<file path="config.mk">
export PLATFORM = sky130hd
export DESIGN_NAME = fpa_front
export DESIGN_NICKNAME = d
export VERILOG_FILES = /design/src/rtl/core/fpa_pkg.sv /design/src/rtl/core/fpa_front.sv
export SDC_FILE = /design/constraint.sdc
export NUM_CORES = 1
export LEC_CHECK = 0
export ABC_AREA = 1
export BUFFER_PORTS_ARGS = -buffer_cell sky130_fd_sc_hd__buf_2
export CAP_MARGIN = 20
export CORE_ASPECT_RATIO = 0.6
export CORE_MARGIN = 2
export CORE_UTILIZATION = 50
export CTS_CLUSTER_DIAMETER = 80
export DETAILED_ROUTE_END_ITERATION = 16
export PLACE_DENSITY_LB_ADDON = 0.1
export SLEW_MARGIN = 20
export SYNTH_ARGS = -nofsm -noshare
export SYNTH_HDL_FRONTEND = slang
export SYNTH_SLANG_ARGS = --single-unit
</file>
<file path="constraint.sdc">
create_clock -name clock -period 11.8 [get_ports clock]
set_input_delay 2.36 -clock clock [delete_from_list [all_inputs] [get_ports clock]]
set_output_delay 2.36 -clock clock [all_outputs]
set_load 0.05 [all_outputs]
</file>
<file path="src/rtl/core/fpa_pkg.sv">
// shared types and constants of the fixed-point alu
package fpa_pkg;

   localparam int FRAC_BITS  = 8;
   localparam int DIV_BITS   = 32 + FRAC_BITS;
   localparam int NUM_STAGES = DIV_BITS + 1;
   localparam int QUEUE_DEPTH = 2;

   typedef enum logic [3:0] {
      OP_ADD    = 4'd0,
      OP_SUB    = 4'd1,
      OP_MUL    = 4'd2,
      OP_DIV    = 4'd3,
      OP_LT     = 4'd4,
      OP_GT     = 4'd5,
      OP_LE     = 4'd6,
      OP_GE     = 4'd7,
      OP_EQ     = 4'd8,
      OP_NE     = 4'd9,
      OP_INC    = 4'd10,
      OP_DEC    = 4'd11,
      OP_MIN    = 4'd12,
      OP_MAX    = 4'd13,
      OP_TO_INT = 4'd14
   } op_type;

   typedef struct packed {
      op_type             op;
      logic signed [31:0] a;
      logic signed [31:0] b;
      logic [31:0]        a_mag;
      logic [31:0]        b_mag;
   } item_type;

   typedef struct packed {
      logic     valid;
      item_type item;
   } queue_type;

   typedef struct packed {
      logic                valid;
      op_type              op;
      logic [31:0]         val;
      logic                cmp;
      logic                neg;
      logic                dz;
      logic signed [63:0]  prod;
      logic [31:0]         rem;
      logic [DIV_BITS-1:0] nq;
      logic [31:0]         bmag;
   } stage_type;

endpackage

</file>
<file path="src/rtl/core/fpa_front.sv">
// front end: accepts transactions, decodes them and queues them for the back end
module fpa_front (
   input  logic              clock,
   input  logic              reset,
   input  logic              req_tvalid,
   output logic              req_tready,
   input  logic [63:0]       req_tdata,   // operand_a [31:0], operand_b [63:32]
   input  logic [7:0]        req_tuser,   // opcode [3:0], zero [7:4]
   output fpa_pkg::queue_type q_out,
   input  logic              q_pop
);
   import fpa_pkg::*;

   item_type    q_mem_ff [QUEUE_DEPTH];
   logic        wr_ptr_ff, wr_ptr_in;
   logic        rd_ptr_ff, rd_ptr_in;
   logic [1:0]  count_ff, count_in;
   logic        push;
   item_type    dec_item;

   always_comb begin
      dec_item.op    = op_type'(req_tuser[3:0]);
      dec_item.a     = $signed(req_tdata[31:0]);
      dec_item.b     = $signed(req_tdata[63:32]);
      dec_item.a_mag = req_tdata[31] ? (32'd0 - req_tdata[31:0]) : req_tdata[31:0];
      dec_item.b_mag = req_tdata[63] ? (32'd0 - req_tdata[63:32]) : req_tdata[63:32];
   end

   assign req_tready = (count_ff != 2'(QUEUE_DEPTH));
   assign push       = req_tvalid && req_tready;

   always_comb begin
      wr_ptr_in = wr_ptr_ff ^ push;
      rd_ptr_in = rd_ptr_ff ^ q_pop;
      count_in  = count_ff + 2'(push) - 2'(q_pop);
   end

   always_ff @(posedge clock) begin
      if (reset) begin
         wr_ptr_ff <= 1'b0;
         rd_ptr_ff <= 1'b0;
         count_ff  <= 2'd0;
      end else begin
         wr_ptr_ff <= wr_ptr_in;
         rd_ptr_ff <= rd_ptr_in;
         count_ff  <= count_in;
      end
   end

   always_ff @(posedge clock) begin
      if (push) begin
         q_mem_ff[wr_ptr_ff] <= dec_item;
      end
   end

   assign q_out.valid = (count_ff != 2'd0);
   assign q_out.item  = q_mem_ff[rd_ptr_ff];

`ifndef SYNTHESIS
   a_count_bound: assert property (@(posedge clock) disable iff (reset)
      count_ff <= 2'(QUEUE_DEPTH)) else $error("queue overfilled");
   a_pop_nonempty: assert property (@(posedge clock) disable iff (reset)
      q_pop |-> count_ff != 2'd0) else $error("pop from empty queue");
   a_full_push: assert property (@(posedge clock) disable iff (reset)
      (count_ff == 2'(QUEUE_DEPTH)) && !q_pop |=> count_ff == 2'(QUEUE_DEPTH))
      else $error("full queue lost an entry");
`endif

endmodule

</file>
* Word-level counts from Yosys, hierarchy flattened *
Memory sizes are Yosys's and may differ from the RTL's. A register that Yosys moved wholly into a read port is not among the register bits.
Index checks and enable logic that the tools add are counted.

storage, ports and cells
  register bits after elaboration = 4
  memory bits (writable) = 264
  output and inout port bits = 134
  word-level logic and storage cells = 18
  memories kept = 1

memories
  name      words  bits a word  read ports  clocked after memory_dff  write ports  RTL line         source
  q_mem_ff  2      132          1           1                         1            fpa_front.sv:14  item_type q_mem_ff [QUEUE_DEPTH];

operators by class
  add/subtract/negate cells = 4
  equal/unequal tests = 1
  multiplexer cells = 5
  bitwise operators = 2
  reductions and logical operators = 2

operators by type and width
  operator               number
  $mux 32                2
  $sub 1x32->32 const A  2
  $mux 1                 3
  $add 2x1->2            1
  $ne 2x2->1 const B     1
  $reduce_bool 2->1      1
  $sub 2x1->2            1
  $xor 1x1->1            2
  $logic_and 1x1->1      1

* Longest topological paths before layout *
Gate-level depths: netlist (run 1).

  depth after elaboration = 4
  depth in mapped cells = 9
  gate-level depth less buffers = 9

* Worst setup path before layout (run 1) *
OpenSTA, ideal clock, no wires.

  kind = input to register
  start = input req_tvalid
  end = memory q_mem_ff[1][100] (netlist name) (enable)
  library setup time = 0.505 ns
  arrival time = 5.563 ns
  required time = 11.295 ns
  path slack = 5.731 ns
  cell stages on the path = 3
  path buffers = 0
  cells stage by stage = nand2_1 > inv_1 > ha_1

between the ends
  longest elaborated chain between the ends = 3

RTL lines
  what                          RTL line         source
  start, declared               fpa_front.sv:5   input logic req_tvalid,
  $logic_and 1x1->1             fpa_front.sv:30  assign push = req_tvalid && req_tready;
  $mux 1                        fpa_front.sv:51  if (push) begin
  $mux 1 (implied by the code)  fpa_front.sv:52  q_mem_ff[wr_ptr_ff] <= dec_item;
  end, declared                 fpa_front.sv:14

Every way passes these cells.

==> impl_summary.txt, run 1 <==
----------------------------------------------------
[Placement]
  Number of buffer cells added on primary ports ... around 210
  Final RePlAce weighted congestion ... between 0.8 and 0.9
  DP Area ... around 13,000 um2
  HPWL after DPL ... between 15 and 20 mm

[Routing]
  Number of nets with antenna violations after routing ... 0
  Post-route DRC violation count ... 0
  Wire length per cell after detailed routing ... about 19 um
  Length of the first detailed-routing pass in iterations ... 5
  Vias per cell ... 5.10
  DRT iter0 DRCs ... 543
  Total routed wirelength ... roughly 27 mm
  Routed via count ... between 7,000 and 8,000

[Finish]
  Final antenna diode count ... 0
  Design Area, Final ... around 14,000 um2
  Layout Nets ... around 1,200
  Synth-to-layout area growth ... 17.5%
  Layout cells sized above 1 ... 37.1%

[Power]
  Total power draw ... approximately 2700 uW
  Pwr per Cell Area ... 188 nW/um2
  Leakage power ... between 0.005 and 0.006 uW
  Peak supply drop ... between 0.1 and 0.15 mV

[Worst setup path]
  Crit-path slowest cell ... sky130_fd_sc_hd__buf_4
  Worst stage delay on the critical path ... roughly 870 ps
  Crit-path max FO ... 55
  Worst reg-to-reg path cell count ... 7
  Kind of start point of the critical path ... flop
  Internal reg-to-reg setup slack ... ~8900 ps
  Setup crit end kind ... primary output
  Endpoint of the worst register-to-register path ... q_mem_ff[1][92]$_DFFE_PP_
  Classification of the worst setup path ... flop to primary output
  Worst endpoint data arrival time ... around 2800 ps
  Required time of the critical path ... between 9000 and 10,000 ps
  Startpoint of the most critical register-to-register path ... count_ff[0]$_SDFF_PP0_
  Ordered cell list for the critical path ... buf_4 -> mux2_2 -> buf_2

[STA]
  Hold Worst Slack ... approximately 630 ps
  Total negative slack ... 0 ps
  Post-route clock period utilization ... ~44%
  Max transition margin ... approximately 34%
  Final-report hold violation count ... 0
  Final setup violating endpoints ... 0
  Max Freq ... roughly 0.19 GHz
  Minimum period implied by the final worst setup slack ... approximately 5200 ps
  Post-Route Skew ... between 9 and 10 ps
  Max-slew violation count ... 0
  RSZ-0062 raised after global routing ... no
  Worst Max-Slew Pin Slew ... between 900 and 1000 ps

[Clocking]
  CTS tree ... built
  Post-cts gate resize count ... 0
  Setup Buffers After CTS ... 0
  Count of H-tree levels built during CTS ... 1
  Worst-case clock buffer depth ... 3
  CTS Hold Buffers Added ... 0
  Clock buffers created by TritonCTS ... 25
  Clock tree root buffer cell ... sky130_fd_sc_hd__clkbuf_16
  Clock-pin slew reported for the worst setup and hold paths after clock tree synthesis ... approximately 60 ps
  Later-pin clock latency in the skew report ... 520 ps
  Sinks on Clock Net ... between 200 and 300

[Floorplanning]
  Starting Density ... roughly half
  I/O pin total ... between 200 and 250
  Die width ... 204 um
  Std cell rows ... 43
  Die Area ... about 25,000 um2
  Core region area ... approximately 23,000 um2
  Floorplan die height ... about 120 um

[Synth]
  Predominant post-synthesis flop cell ... sky130_fd_sc_hd__edfxtp_1
  Leading cell types by total area after synthesis ... sky130_fd_sc_hd__edfxtp_1, sky130_fd_sc_hd__mux2_4, sky130_fd_sc_hd__nand2_1
  Average cell area after synthesis ... 13.7 um2
  Most frequently used cell type in the post-synthesis netlist ... sky130_fd_sc_hd__edfxtp_1
  Top cells by count, synth ... sky130_fd_sc_hd__edfxtp_1, sky130_fd_sc_hd__nand2_1, sky130_fd_sc_hd__mux2_4
  Net Count, Synth ... between 900 and 1,000
  Syn Inst Count ... around 900
  Total of warnings raised by yosys ... 0
  Count of flip-flops with a built-in enable after synthesis ... between 200 and 300
  Proportion of register bits with asynchronous set or reset after synthesis ... 0%
  Post-synthesis cell type count ... 25
  Portion of synthesized cell area occupied by the leading cell type ... around 65%
  Cell accounting for the most synthesized area ... sky130_fd_sc_hd__edfxtp_1
  Seq cells post-synth ... around 260
  Netlist Area Pre-Place ... roughly 12,000 um2
  Portion of the post-synthesis area used by sequential elements ... 65.6%

[Hold path]
  Launch point of the worst hold path ... count_ff[1]$_SDFF_PP0_
  Cells on Worst Hold Path ... 3
  Worst min-delay path class ... flop to flop
  Hold Crit Endpoint ... count_ff[1]$_SDFF_PP0_

[GRT]
  Maximum number of pins on one net before global-route repair ... between 70 and 80
  Antenna violations before repair ... 0
  Number of global-route vias before repair ... between 6,000 and 7,000
  GR Overflow Total ... 0
  GRT Total Usage ... slightly above 20%
  Wire length of the first global-routing pass ... 38.8 mm

[Run]
  Number of maximum-capacitance constraint violations ... 0

[Status]
  Run status ... finished, final reports clean

----------------------------------------------------
-- area by class of cell --
class | instances | area [um2]
clock buffer | 32 | 652
clock inverter | 13 | 139
fill | 1862 | 9220
inverter | 50 | 188
multi-input combinational | 539 | 3780
sequential | 264 | 7890
tap | 315 | 394
timing repair buffer | 211 | 1080
-- where the power goes --
group	total, uW	internal, uW	switching, uW
sequential	1200	1170	29.6
combinational	672	189	483
clock	784	456	329
total	2650	1810	842
-- state kept, by name (all words and copies together) (netlist names) --
name       flops
q_mem_ff     260
rd_ptr_ff      1
count_ff       2
wr_ptr_ff      1
-- worst max-delay path, delay by kind of cell, from the launching register on --
family	cells	cell delay [ps]
buffers and inverters	2	1090
DFF	1	730
muxes	1	420
-- stage by stage --
stage	std cells	setup slack, ps	util, %
3_5_place_dp	1378	6850	57.1
3_3_place_gp	1378	6860	57.1
2_1_floorplan	877	5730	-
5_1_grt	1424	6460	60.5
6_report	1424	6600	60.5
4_1_cts	1423	6530	60.4
-- per-layer routing --
| layer | wire length [um] | up-vias | GRT usage (%) |
|---|---|---|---|
| met5 | 0 | - | 0 |
| met4 | 268 | 0 | 3.40 |
| li1 | - | 3501 | - |
| met2 | 10300 | 269 | 26.5 |
| met3 | 2800 | 22 | 7.51 |
| met1 | 13200 | 3477 | 33.5 |
-- cell families after synthesis --
group	synth area share [%]
and+or+nand+nor	12.9
DFF	65.6
muxes	15.0
buffers and inverters	3.14
xor gates and xnor gates	2.11
AOI/OAI and AO/OA	0.666
adders and majority gates	0.624
-- worst max path at each step --
stage / startpoint / to / slack (ps) / cells after the start
2_1_floorplan: req_tvalid / q_mem_ff[1][100]$_DFFE_PP_ / 5730 / 3
3_3_place_gp: req_tvalid / q_mem_ff[1][62]$_DFFE_PP_ / 6860 / 6
3_5_place_dp: req_tvalid / q_mem_ff[1][123]$_DFFE_PP_ / 6850 / 6
4_1_cts: rd_ptr_ff$_SDFF_PP0_ / q_out[22] / 6530 / 3
5_1_grt: rd_ptr_ff$_SDFF_PP0_ / q_out[22] / 6460 / 3
6_report: rd_ptr_ff$_SDFF_PP0_ / q_out[23] / 6600 / 3
-- cell usage in the layout (no fill, tap or decap), types with 3 or more instances in the layout --
cell | netlist | layout
sky130_fd_sc_hd__nand2_2 | 16 | 16
sky130_fd_sc_hd__nor2_1 | 87 | 87
sky130_fd_sc_hd__nor2_2 | 12 | 12
sky130_fd_sc_hd__xor2_1 | 5 | 5
sky130_fd_sc_hd__buf_4 | 3 | 5
sky130_fd_sc_hd__nor2_4 | 4 | 4
sky130_fd_sc_hd__inv_1 | 50 | 50
sky130_fd_sc_hd__nand3_1 | 35 | 35
sky130_fd_sc_hd__nand3b_1 | 6 | 6
sky130_fd_sc_hd__xnor2_1 | 24 | 24
sky130_fd_sc_hd__clkbuf_16 | 0 | 25
sky130_fd_sc_hd__clkinv_1 | 0 | 7
sky130_fd_sc_hd__bufinv_16 | 0 | 3
sky130_fd_sc_hd__mux2_4 | 90 | 90
sky130_fd_sc_hd__nand2_1 | 189 | 189
sky130_fd_sc_hd__buf_2 | 11 | 205
sky130_fd_sc_hd__dfxtp_1 | 4 | 3
sky130_fd_sc_hd__clkbuf_1 | 0 | 7
sky130_fd_sc_hd__nand4_1 | 3 | 3
sky130_fd_sc_hd__mux2_2 | 40 | 40
sky130_fd_sc_hd__edfxtp_1 | 260 | 260
sky130_fd_sc_hd__o21ai_0 | 14 | 14
sky130_fd_sc_hd__ha_1 | 6 | 4
Power figures use the tool's default switching activity.
==> run 2, diff against run 1 <==
==> constraint.sdc (replaced) <==
create_clock -name clock -period 4.3 [get_ports clock]
set_input_delay 0.86 -clock clock [delete_from_list [all_inputs] [get_ports clock]]
set_output_delay 0.86 -clock clock [all_outputs]
set_load 0.05 [all_outputs]
==> run 2 against run 1 <==
  * First-iteration DRC count decreased by 10%
  * Die area unchanged
  * Routed wire length is 1.1% lower
  * Power grew to 2.7 times the previous value
  * Critical path type unchanged
  * Highest routed layer unchanged
==> impl_summary.txt, run 2 (synthesis results as in run 1) <==
----------------------------------------------------
[Status]
  Run status ... finished, final reports clean

[Worst setup path]
  Worst endpoint data arrival time ... 2250 ps (-590 ps)
  Setup crit end kind ... primary output
  Worst stage delay on the critical path ... 700 ps (-170 ps)
  Crit-path slowest cell ... sky130_fd_sc_hd__buf_4
  Ordered cell list for the critical path ... buf_4 -> mux2_2 -> buf_2
  Required time of the critical path ... 3440 ps (-6000 ps)
  Crit-path max FO ... 53 (-3.6%)
  Kind of start point of the critical path ... flop
  Classification of the worst setup path ... flop to primary output

[Routing]
  Wire length per cell after detailed routing ... 18.5 um (-1.1%)
  Number of nets with antenna violations after routing ... 0 (unchanged)
  Total routed wirelength ... 26.3 mm (-1.1%)
  DRT iter0 DRCs ... 486 (-10%)
  Length of the first detailed-routing pass in iterations ... 6 (+1)
  Vias per cell ... 5.06 (-0.81%)
  Routed via count ... 7,210 (-0.81%)
  Post-route DRC violation count ... 0 (unchanged)

[Placement]
  Cell count after placement ... 1,379 (+0.073%)
  HPWL after DPL ... 18.4 mm (-1.9%)
  Number of buffer cells added on primary ports ... 205 (unchanged)
  Final RePlAce weighted congestion ... 0.921 (+2.9%)
  Placement Setup Slack ... 1680 ps (-5160 ps)

[Floorplanning]
  I/O pin total ... 210 (unchanged)
  Starting Density ... 51.5% (unchanged)
  Die Area ... 25,300 um2 (unchanged)
  Die width ... 204 um (unchanged)
  Core region area ... 23,300 um2 (unchanged)
  Floorplan die height ... 124 um (unchanged)
  Std cell rows ... 43 (unchanged)

[Finish]
  Layout cells sized above 1 ... 37.3% (+0.27 points)
  Largest registers ... q_mem_ff x260, count_ff x2
  Layout Nets ... 1,173 (unchanged)
  Final core occ ... 60.3% (-0.19 points)
  Synth-to-layout area growth ... 17.1%
  Cell Count, Final, Fillers Out ... 1,424 (unchanged)
  Largest register FFs ... 260 (unchanged)
  Final antenna diode count ... 0 (unchanged)
  Largest register by flop count ... q_mem_ff
  Most common cell after layout, fill and taps aside ... sky130_fd_sc_hd__edfxtp_1
  Most frequent cells in the layout ... sky130_fd_sc_hd__edfxtp_1, sky130_fd_sc_hd__buf_2, sky130_fd_sc_hd__nand2_1

[Clocking]
  Later-pin clock latency in the skew report ... 520 ps (about the same)
  Sinks on Clock Net ... 264 (unchanged)
  Clock buffers created by TritonCTS ... 25 (unchanged)
  Worst-case clock buffer depth ... 3 (unchanged)
  CTS Hold Buffers Added ... 0 (unchanged)
  Clock tree root buffer cell ... sky130_fd_sc_hd__clkbuf_16
  Clock-pin slew reported for the worst setup and hold paths after clock tree synthesis ... 70 ps (about the same)
  Post-cts gate resize count ... 0 (unchanged)
  CTS tree ... built
  Setup Buffers After CTS ... 0 (unchanged)
  Count of H-tree levels built during CTS ... 1 (unchanged)

[Power]
  Portion of total power attributed to the clock network ... 27.8% (-1.8 points)
  Sequential group share of total power ... 46.0% (+0.9 points)
  Power Internal ... 4800 uW (+160%)
  Leakage power ... 0.00561 uW (-0.47%)
  Net load switching power ... 2300 uW (+170%)
  Pwr per Cell Area ... 504 nW/um2 (+170%)
  Peak supply drop ... 0.380 mV (+230%)
  Sw Share ... 32.4% (+0.69 points)
  Comb pwr share ... 26.2% (+0.9 points)

[STA]
  Minimum period implied by the final worst setup slack ... between 3000 and 4000 ps
  Slack of the critical path ... 1190 ps (-5410 ps)
  RSZ-0062 raised after global routing ... no
  Post-Route Skew ... 11.1 ps (+1.37 ps)
  Final-report hold violation count ... 0 (unchanged)
  Max Freq ... approximately 0.32 GHz
  Total negative slack ... 0 ps (unchanged)
  Final setup violating endpoints ... 0 (unchanged)
  Max transition margin ... 38.0% (+4.0 points)
  Hold Worst Slack ... 521 ps (-105 ps)
  Max-slew violation count ... 0 (unchanged)
  Post-route clock period utilization ... just over 70%
  Worst Max-Slew Pin Slew ... 929 ps (-59.6 ps)

[GRT]
  GRT Total Usage ... 20.6% (-0.21 points)
  GR Overflow Total ... 0 (unchanged)
  Number of global-route vias before repair ... 6,437 (-2.5%)
  Antenna violations before repair ... 0 (unchanged)
  Wire length of the first global-routing pass ... 38.4 mm (-1.2%)
  Maximum number of pins on one net before global-route repair ... 131 (+75%)

[Hold path]
  Worst min-delay path class ... input port to flop

[Run]
  Number of maximum-capacitance constraint violations ... 0 (unchanged)

----------------------------------------------------
## run 2: worst max-delay path, delay by kind of cell, from the launching register on
| kind | cells | cell delay, ps |
|---|---|---|
| mux | 1 | 430 |
| buf+inv | 2 | 920 |
| flops | 1 | 350 |
## run 2: layout make-up
class                      instances  area, um2
clock inverter                    11       61.3
inverter                          50        188
fill                            1865       9260
sequential                       264       7890
tap                              315        394
multi-input combinational        539       3780
timing repair buffer             211       1110
clock buffer                      34        659
## run 2: routing by layer
metal  vias to the layer above  part of all wire (%)  GRT usage, %
li1                       3487                     -             -
met1                      3468                    52          34.0
met2                       226                    37          25.7
met3                        29                   9.0          6.83
met4                         0                   1.2          3.40
met5                         -                     0             0
## run 2: through the flow
step                      total power, uW  instance area [um2]
after floorplan                      4790                12000
after global placement               5180                13400
after detailed placement             5190                13400
after CTS                            7170                14100
after global routing                 7390                14100
final                                7100                14100
## run 2: power by group through the flow
stage,registers [uW],logic (uW),clock network [uW]
4_1_cts,3270,1880,2030
5_1_grt,3290,1970,2130
2_1_floorplan,3340,1440,0
6_report,3260,1860,1980
3_5_place_dp,3320,1870,0
3_3_place_gp,3310,1870,0
## run 2: path summary, 6_finish.rpt
check                          from                          to  slack (ps)  cells after the start
max            rd_ptr_ff$_SDFF_PP0_                    q_out[2]        1190                      3
min                    req_tuser[3]  q_mem_ff[1][131]$_DFFE_PP_         520                      1
min reg2reg  count_ff[1]$_SDFF_PP0_      count_ff[1]$_SDFF_PP0_         610                      3
max reg2reg  count_ff[0]$_SDFF_PP0_  q_mem_ff[1][108]$_DFFE_PP_        2200                      6
==> run 3, diff against run 2 <==
==> constraint.sdc (replaced) <==
create_clock -name clock -period 2.7 [get_ports clock]
set_input_delay 0.54 -clock clock [delete_from_list [all_inputs] [get_ports clock]]
set_output_delay 0.54 -clock clock [all_outputs]
set_load 0.05 [all_outputs]
==> run 3 against run 2 <==
  * Combinational power increased by 62%
  * Routed wire length increased by 1.8%
  * Power increased by 61%
  * Non-clock buffer count increased by 9
  * Clock power increased by 62%
  * Largest power group unchanged
==> impl_summary.txt, run 3 (synthesis results as in run 1) <==
----------------------------------------------------
[Worst setup path]
  Setup crit end kind ... primary output
  Internal reg-to-reg setup slack ... 920 ps (-1280 ps)
  Classification of the worst setup path ... flop to primary output
  Worst endpoint data arrival time ... 2040 ps (-210 ps)
  Startpoint of the most critical register-to-register path ... count_ff[0]$_SDFF_PP0_
  Launch point of the worst path ... rd_ptr_ff$_SDFF_PP0_
  Endpoint of the worst register-to-register path ... q_mem_ff[1][23]$_DFFE_PP_
  Worst reg-to-reg path cell count ... 6 (unchanged)
  Kind of start point of the critical path ... flop
  Required time of the critical path ... 2160 ps (-1280 ps)
  CP Capture Point ... q_out[23]
  Crit-path max FO ... 23 (-57%)

[Routing]
  Length of the first detailed-routing pass in iterations ... 5 (-1)
  Number of nets with antenna violations after routing ... 0 (unchanged)
  Total routed wirelength ... 26.7 mm (+1.8%)
  DRT iter0 DRCs ... 609 (+25%)
  Routed via count ... 7,365 (+2.1%)
  Post-route DRC violation count ... 0 (unchanged)
  Wire length per cell after detailed routing ... 18.7 um (+1.2%)
  Vias per cell ... 5.14 (+1.6%)

[Clocking]
  Post-cts gate resize count ... 0 (unchanged)
  Clock tree root buffer cell ... sky130_fd_sc_hd__clkbuf_16
  Sinks on Clock Net ... 264 (unchanged)
  CTS Hold Buffers Added ... 0 (unchanged)
  Worst-case clock buffer depth ... 3 (unchanged)
  Later-pin clock latency in the skew report ... 530 ps (about the same)
  Clock buffers created by TritonCTS ... 25 (unchanged)
  Clock-pin slew reported for the worst setup and hold paths after clock tree synthesis ... 60 ps (about the same)
  Setup Buffers After CTS ... 0 (unchanged)
  CTS tree ... built
  Count of H-tree levels built during CTS ... 1 (unchanged)

[Floorplanning]
  Die width ... 204 um (unchanged)
  Core region area ... 23,300 um2 (unchanged)
  I/O pin total ... 210 (unchanged)
  Std cell rows ... 43 (unchanged)
  Die Area ... 25,300 um2 (unchanged)
  Floorplan die height ... 124 um (unchanged)
  Starting Density ... 51.5% (unchanged)

[GRT]
  Number of global-route vias before repair ... 6,531 (+1.5%)
  GR Overflow Total ... 0 (unchanged)
  GRT Total Usage ... 20.9% (+0.30 points)
  Antenna violations before repair ... 0 (unchanged)
  Global routing's busiest layer ... met1
  GR Layer Usage met1 ... 34.3% (+0.29 points)
  Wire length of the first global-routing pass ... 38.7 mm (+0.99%)
  Maximum number of pins on one net before global-route repair ... 74 (-44%)
  Met2 track demand over resource in global routing ... 24.8% (-0.87 points)
  Met3 track demand over resource ... 8.08% (+1.3 points)

[Finish]
  Layout cells sized above 1 ... 37.8% (+0.45 points)
  Layout Nets ... 1,182 (+0.77%)
  Number of inserted filler cells in the final layout ... 1,890 (+1.3%)
  Design Area, Final ... 14,200 um2 (+1.0%)
  Final antenna diode count ... 0 (unchanged)
  Most common cell after layout, fill and taps aside ... sky130_fd_sc_hd__edfxtp_1
  Synth-to-layout area growth ... 18.4%
  Largest register FFs ... 260 (unchanged)
  Largest register by flop count ... q_mem_ff
  Largest registers ... q_mem_ff x260, count_ff x2
  Most frequent cells in the layout ... sky130_fd_sc_hd__edfxtp_1, sky130_fd_sc_hd__buf_2, sky130_fd_sc_hd__nand2_1

[STA]
  Max transition margin ... 56.3% (+18 points)
  Max Freq ... 0.388 GHz
  Post-route clock period utilization ... between 90% and 100%
  Minimum period implied by the final worst setup slack ... approximately 2600 ps
  Final-report hold violation count ... 0 (unchanged)
  Hold Worst Slack ... 198 ps (-323 ps)
  Post-Route Skew ... 8.91 ps (-2.19 ps)
  Max-slew violation count ... 0 (unchanged)
  Final setup violating endpoints ... 0 (unchanged)
  RSZ-0062 raised after global routing ... no
  Worst Max-Slew Pin Slew ... 656 ps (-274 ps)

[Placement]
  HPWL after DPL ... 19.1 mm (+3.9%)
  DP Area ... 13,500 um2 (+0.97%)
  Final RePlAce weighted congestion ... 0.915 (-0.63%)
  Number of buffer cells added on primary ports ... 205 (unchanged)

[Power]
  Peak supply drop ... 0.583 mV (+53%)
  Pwr per Cell Area ... 803 nW/um2 (+59%)
  Leakage power ... 0.00569 uW (+1.4%)

[Hold path]
  Worst min-delay path class ... input port to flop

[Run]
  Number of maximum-capacitance constraint violations ... 0 (unchanged)

[Status]
  Run status ... finished, final reports clean

----------------------------------------------------
## run 3: cell count changes in the layout (fill, tap and decap cells not counted)
cell and delta:
sky130_fd_sc_hd__clkinv_1 +3, sky130_fd_sc_hd__inv_6 -1, sky130_fd_sc_hd__bufinv_16 +1, sky130_fd_sc_hd__clkinvlp_4 -2, sky130_fd_sc_hd__buf_12 +5, sky130_fd_sc_hd__buf_4 +4, sky130_fd_sc_hd__clkinv_4 +1, sky130_fd_sc_hd__clkbuf_1 -3
## run 3: layout make-up
cell class | instances | area [um2] | area share, %
clock buffers | 31 | 648 | 4.55
clock inverters | 13 | 87.6 | 0.615
inverters | 50 | 188 | 1.32
multi-input cells | 539 | 3780 | 26.6
flip-flops and latches | 264 | 7890 | 55.4
well taps | 315 | 394 | 2.77
repair buffers | 220 | 1240 | 8.70
## run 3: layer usage
| metal | wire length [um] | share of wire, % |
|---|---|---|
| met3 | 3130 | 12 |
| met1 | 13400 | 50 |
| met4 | 325 | 1.2 |
| met2 | 9830 | 37 |
| met5 | 94 | 0.35 |
## run 3: worst max-delay path: stages, from the launching register on
cell and delay [ps]:
sky130_fd_sc_hd__dfxtp_4 450, sky130_fd_sc_hd__buf_12 230, sky130_fd_sc_hd__buf_12 220, sky130_fd_sc_hd__mux2_2 370
sky130_fd_sc_hd__buf_2 210
## run 3: metrics by stage
| stage | TNS, ps | total power [uW] | setup slack, ps | std cells | utilization (%) |
|---|---|---|---|---|---|
| floorplan | -100610 | 7590 | -387 | 877 | - |
| global placement | 0 | 8300 | 661 | 1388 | 57.8 |
| detailed placement | 0 | 8320 | 649 | 1388 | 57.8 |
| CTS | 0 | 11500 | 74.4 | 1432 | 61.0 |
| global route | 0 | 11900 | 37.1 | 1432 | 61.0 |
| finish | 0 | 11400 | 121 | 1432 | 61.0 |
## run 3: power breakdown
part / internal (uW) / switching (uW)
sequential: 5090 / 111
clock: 1790 / 1420
combinational: 870 / 2140
## run 3: worst min-delay path by stage
| stage | depth (start not counted) | to | from | slack [ps] |
|---|---|---|---|---|
| global route | 1 | q_mem_ff[1][129]$_DFFE_PP_ | req_tuser[1] | 180 |
| CTS | 1 | q_mem_ff[1][129]$_DFFE_PP_ | req_tuser[1] | 170 |
| detailed placement | 3 | count_ff[1]$_SDFF_PP0_ | count_ff[1]$_SDFF_PP0_ | 610 |
| floorplan | 3 | count_ff[1]$_SDFF_PP0_ | count_ff[1]$_SDFF_PP0_ | 550 |
| finish | 1 | q_mem_ff[1][129]$_DFFE_PP_ | req_tuser[1] | 200 |
| global placement | 3 | count_ff[1]$_SDFF_PP0_ | count_ff[1]$_SDFF_PP0_ | 600 |
